`src/hdl/mlsd_pkg.sv`:
```
`default_nettype none
// ----------------------------------------------------------------------------
// MAC learning switch decision package
// Request types, action codes and fixed addresses shared by the bridge logic.
// ----------------------------------------------------------------------------
package mlsd_pkg;

  localparam int unsigned MacWidth  = 48;
  localparam int unsigned PortWidth = 32;
  localparam int unsigned BufWidth  = 32;
  localparam int unsigned GroupBit  = 40;

  localparam logic [MacWidth-1:0]  ReservedDst = 48'h0180_C200_0000;
  localparam logic [BufWidth-1:0]  NoBuffer    = 32'hFFFF_FFFF;

  typedef enum logic [2:0] {
    ActIgnore  = 3'd0,
    ActDrop    = 3'd1,
    ActFlood   = 3'd2,
    ActForward = 3'd3,
    ActInstall = 3'd4
  } action_e;

  typedef struct packed {
    logic [MacWidth-1:0]  src_mac;
    logic [MacWidth-1:0]  dst_mac;
    logic [PortWidth-1:0] ingress_port;
    logic [BufWidth-1:0]  buffer_ref;
  } in_req_t;

  typedef struct packed {
    action_e              action;
    logic [PortWidth-1:0] out_port;
    logic                 install_flow;
    logic [BufWidth-1:0]  buffer_echo;
    logic                 source_learned;
  } out_req_t;

endpackage
`default_nettype wire

```
`src/hdl/mlsd_port_ram.sv`:
```
`default_nettype none
// ----------------------------------------------------------------------------
// Learned port memory
// One write port and one registered read port holding the port of each entry.
// ----------------------------------------------------------------------------
module mlsd_port_ram
  import mlsd_pkg::*;
#(
  parameter int unsigned Entries = 64
) (
  input  wire logic                        clk_i,
  input  wire logic                        we_i,
  input  wire logic [$clog2(Entries)-1:0]  waddr_i,
  input  wire logic [PortWidth-1:0]        wdata_i,
  input  wire logic                        re_i,
  input  wire logic [$clog2(Entries)-1:0]  raddr_i,
  output logic [PortWidth-1:0]             rdata_o
);

  logic [PortWidth-1:0] mem [Entries];

  always_ff @(posedge clk_i) begin
    if (we_i) begin
      mem[waddr_i] <= wdata_i;
    end
  end

  always_ff @(posedge clk_i) begin
    if (re_i) begin
      rdata_o <= mem[raddr_i];
    end
  end

endmodule
`default_nettype wire

```
`config.mk`:
```
export PLATFORM = sky130hd
export DESIGN_NAME = mlsd_port_ram
export DESIGN_NICKNAME = d
export VERILOG_FILES = /design/src/hdl/mlsd_pkg.sv /design/src/hdl/mlsd_port_ram.sv
export SDC_FILE = /design/constraint.sdc
export NUM_CORES = 2
export LEC_CHECK = 0
export BUFFER_PORTS_ARGS = -buffer_cell sky130_fd_sc_hd__buf_2
export CAP_MARGIN = 20
export CORE_ASPECT_RATIO = 0.75
export CORE_MARGIN = 3
export CORE_UTILIZATION = 67
export CTS_CLUSTER_SIZE = 24
export DETAILED_ROUTE_END_ITERATION = 12
export HOLD_SLACK_MARGIN = 0.1
export PLACE_DENSITY = 0.85
export SETUP_SLACK_MARGIN = 0.05
export SLEW_MARGIN = 20
export SYNTH_ARGS = -nofsm -noshare
export SYNTH_HDL_FRONTEND = slang
export SYNTH_SLANG_ARGS = --single-unit
export TNS_END_PERCENT = 1
```
`constraint.sdc`:
```
create_clock -name clk_i -period 7.45 [get_ports clk_i]
set_clock_uncertainty 0.1 [all_clocks]
set_input_delay 1.1175 -clock clk_i [delete_from_list [all_inputs] [get_ports clk_i]]
set_output_delay 1.1175 -clock clk_i [all_outputs]
set_load 0.02 [all_outputs]
```
==> run summary <==
The routed layout has 40.5k vias. The count of final hold-check violations is 0. Counting along the longest clock path gives a buffer depth of 3. The total clock sinks came out at 2080. The yosys synthesis warning count is 0. The number of nets in the final layout came out at 3562.

The number of antenna violations at the first check in global routing is 29. Gates resized during post-CTS repair numbered 0. The signal on the critical path passes through buf_8 > buf_4 > buf_4 > mux4_2 > mux4_2 > o22ai_1 > nor2_1. The clock latency at the later pin of the worst-skew pair came out at 0.80 ns. The actual transition at the worst max-transition pin is 1.31 ns. The startpoint identified for the worst register-to-register timing path is mem[58][18]. The residual antenna-violating net count after detailed routing came out at 0.

After layout, the minimum clock period comes to 4.11 ns. The post-detailed-placement half-perimeter wirelength came out at 114 mm. The maximum number of pins on one net before global-route repair is 96. Headroom to the max-slew limit came out at 12.4%.

On the critical path, the stage with the largest delay is an instance of sky130_fd_sc_hd__o22ai_1. Synthesis inferred 2080 register bits. The reg-to-reg setup timing slack came out at 4.75 ns.

STA classifies the critical path endpoint as a register. The total number of H-tree levels came out at 4. The most common cell in the synthesized netlist is sky130_fd_sc_hd__edfxtp_1. Yosys mapped a number of flops with a built-in enable equal to 2080.

The power density relative to cell area is 267 nW/um^2. The cell count after synthesis came out at 3324. The largest stage delay on the critical path came out at 0.69 ns. For hold timing, the worst endpoint is mem[37][21]. The endpoint identified for the worst register-to-register timing path is rdata_o[18]. The detailed-route wire length is 226 mm. The post-synthesis to final-layout area growth came out at 10.8%.

The clock slew seen by the registers of the worst setup and hold paths came out at 0.06 ns. For this design, the CTS-stage hold fixing added 0 buffers. TritonCTS built the clock tree. The via density per instance is 7.76.

The synthesized area divided by synthesized cell count came out at 23.7 sq um. Global routing used 38.1% of the available tracks. The leakage power is 27.1 nW. The post-synth net total came out at 3371.

The post-detailed-route wirelength per cell came out at 43.4 um. Max-cap violations in this run came to 0. The first-pass GRT wire length came out at 315 mm.

STA puts the critical path data required time at 7.85 ns. The maximum VDD drop is 0.287 mV. The count of input and output buffers is 78.

The critical path is of the input port to register type. The area of the core is 116000 sq um. Static timing analysis puts the maximum clock frequency at 0.243 GHz. The type of origin of the critical path is an input port. After global routing the overflow that remains totals 0. The via count of the first global-routing pass came to 40.7k.

The worst hold path cell count is 1. Sorting the synthesized cells by area gives the leading types as sky130_fd_sc_hd__edfxtp_1, sky130_fd_sc_hd__mux4_2, sky130_fd_sc_hd__mux2i_1. Setup violations remaining at the end of the flow were counted as 0. The portion of the post-synthesis area used by sequential elements came out at 79.2%. The worst-case reg-to-reg path depth is 5. The initial cell density of the core came out at 67.8%. In this run the most critical hold path is launched from wdata_i[21]. At the worst endpoint, the arrival time is 4.51 ns. The die area came out at 122000 sq um. The number of remaining DRC errors came out at 0. The worst min-delay path category is input port to register.

The number of buffers created by CTS came out at 177. The peak fanout along the critical path came out at 54. For this design the top-level I/O count stands at 79. The most used flip-flop cell after synthesis is sky130_fd_sc_hd__edfxtp_1. The number of optimization iterations in the first detailed-route pass is 5.

The clock root buffer is sky130_fd_sc_hd__clkbuf_16. The distinct cell type count of the synthesized netlist came out at 33. The run finished with clean final reports. The share of the synthesized area in the top cell type is 79.2%.

In the synthesized netlist, the cells that appear most often are sky130_fd_sc_hd__edfxtp_1, sky130_fd_sc_hd__mux4_2, sky130_fd_sc_hd__nor2_1, sky130_fd_sc_hd__mux2i_1, sky130_fd_sc_hd__o22ai_1. The weighted congestion reported at the end of routability-driven placement came out at 0.839. The post-route netlist has 28.5% of its cells at a drive strength greater than 1. The setup TNS is 0 ns. The total number of placement rows came out at 108. The count of pins over their slew limit came out at 0.

The die height is 303 um. The largest area contributor in the netlist is sky130_fd_sc_hd__edfxtp_1. In the synthesized netlist the async set-or-reset flop fraction comes to 0%. After layout, the design draws a total of 23.4 mW. The post-CTS setup repair buffer count is 0. Measured along the x axis, the die boundary spans 402 um.

The number of DRC markers in iteration 0 came out at 8106. Setup repair after global routing left no endpoint under its margin. The post-synthesis instance area is 78800 sq um.

The final cycle utilization of the critical path came out at 55.2%.
stage by stage:
step                      util (%)  std cells  hold WS (ns)  worst slack (ns)  cell area (sq um)
after floorplan                  -       3324         0.650              3.07              78800
after global placement        70.3       4871         0.708              2.71              81700
after detailed placement      70.3       4873         0.734              2.63              81800
after CTS                     75.1       5192         0.769              3.41              87200
after global routing          75.2       5196         0.461              3.29              87300
final                         75.2       5212         0.476              3.34              87400
logic make-up (layout without fill, tap and decap cells):
| family | after synthesis | in the layout | share of synthesized area, % |
|---|---|---|---|
| AOI/OAI and AO/OA | 202 | 202 | 1.67 |
| buffers and inverters | 182 | 513 | 1.12 |
| DFF | 2080 | 2080 | 79.2 |
| muxes | 637 | 637 | 16.7 |
| other | 0 | 17 | 0 |
| and+or+nand+nor | 223 | 223 | 1.26 |
state kept, by name (all words and copies together) (netlist names):
signal,count
rdata_o,32
mem,2048
power by group:
| group | switching, mW | leakage (nW) | internal, mW | total, mW |
|---|---|---|---|---|
| clock | 4.16 | 2.67 | 4.85 | 9.02 |
| combinational | 0.873 | 5.66 | 0.427 | 1.30 |
| sequential | 0.0596 | 18.7 | 13.0 | 13.0 |
how the worst max path moves through the flow:
stage / from / end / slack (ns)
2_1_floorplan: waddr_i[3] / mem[48][0] / 3.07
3_3_place_gp: raddr_i[0] / rdata_o[1] / 2.71
3_5_place_dp: raddr_i[0] / rdata_o[1] / 2.63
4_1_cts: raddr_i[0] / rdata_o[1] / 3.41
5_1_grt: raddr_i[0] / rdata_o[1] / 3.29
6_report: raddr_i[0] / rdata_o[1] / 3.34
per-layer routing:
| metal | routed length, um | global-route usage, % | vias up | part of all wire, % |
|---|---|---|---|---|
| met5 | 127 | 0 | - | 0.056 |
| met3 | 38100 | 13.2 | 842 | 17 |
| li1 | - | - | 14700 | - |
| met1 | 70800 | 51.7 | 20700 | 31 |
| met4 | 11900 | 17.5 | 16 | 5.3 |
| met2 | 105000 | 57.4 | 4208 | 46 |
layout make-up:
type / count / area (sq um)
Sequential cell: 2080 / 62500
Fill cell: 5598 / 28800
Multi-Input combinational cell: 1062 / 16000
Clock buffer: 220 / 4650
Tap cell: 1540 / 1930
Timing Repair Buffer: 194 / 1490
Clock inverter: 99 / 823
Antenna cell: 17 / 42.5
critical path: cells and delay by family:
| family | cells | cell delay [ns] |
|---|---|---|
| compound gates | 1 | 0.69 |
| buf+inv | 3 | 1.42 |
| simple gates | 1 | 0.12 |
| mux | 2 | 1.02 |
cells in the final DEF (no fill, tap or decap), types with 4 or more instances in the layout:
cell type,Yosys,layout
sky130_fd_sc_hd__edfxtp_1,2080,2080
sky130_fd_sc_hd__mux4_2,544,544
sky130_fd_sc_hd__clkbuf_16,0,180
sky130_fd_sc_hd__buf_4,25,127
sky130_fd_sc_hd__mux2i_1,93,93
sky130_fd_sc_hd__o22ai_1,84,84
sky130_fd_sc_hd__nor2_1,137,74
sky130_fd_sc_hd__nor2_4,0,63
sky130_fd_sc_hd__a21oi_1,62,61
sky130_fd_sc_hd__buf_2,57,53
sky130_fd_sc_hd__clkinv_1,0,50
sky130_fd_sc_hd__clkbuf_1,74,40
sky130_fd_sc_hd__o221ai_1,27,27
sky130_fd_sc_hd__nand2_1,26,25
sky130_fd_sc_hd__clkinv_2,0,22
sky130_fd_sc_hd__diode_2,0,17
sky130_fd_sc_hd__nor2b_1,15,14
sky130_fd_sc_hd__a22oi_1,12,12
sky130_fd_sc_hd__bufinv_16,0,12
sky130_fd_sc_hd__a311oi_1,8,8
sky130_fd_sc_hd__buf_12,0,8
sky130_fd_sc_hd__nand2b_1,8,7
sky130_fd_sc_hd__inv_6,0,7
sky130_fd_sc_hd__nand3b_1,5,5
sky130_fd_sc_hd__nor3_1,7,5
sky130_fd_sc_hd__nand3_1,5,5
sky130_fd_sc_hd__clkinv_8,0,5
sky130_fd_sc_hd__and3_1,4,4
sky130_fd_sc_hd__a41o_1,4,4
sky130_fd_sc_hd__o32ai_1,4,4
sky130_fd_sc_hd__buf_8,0,4
(Power assumes the default switching activity.)
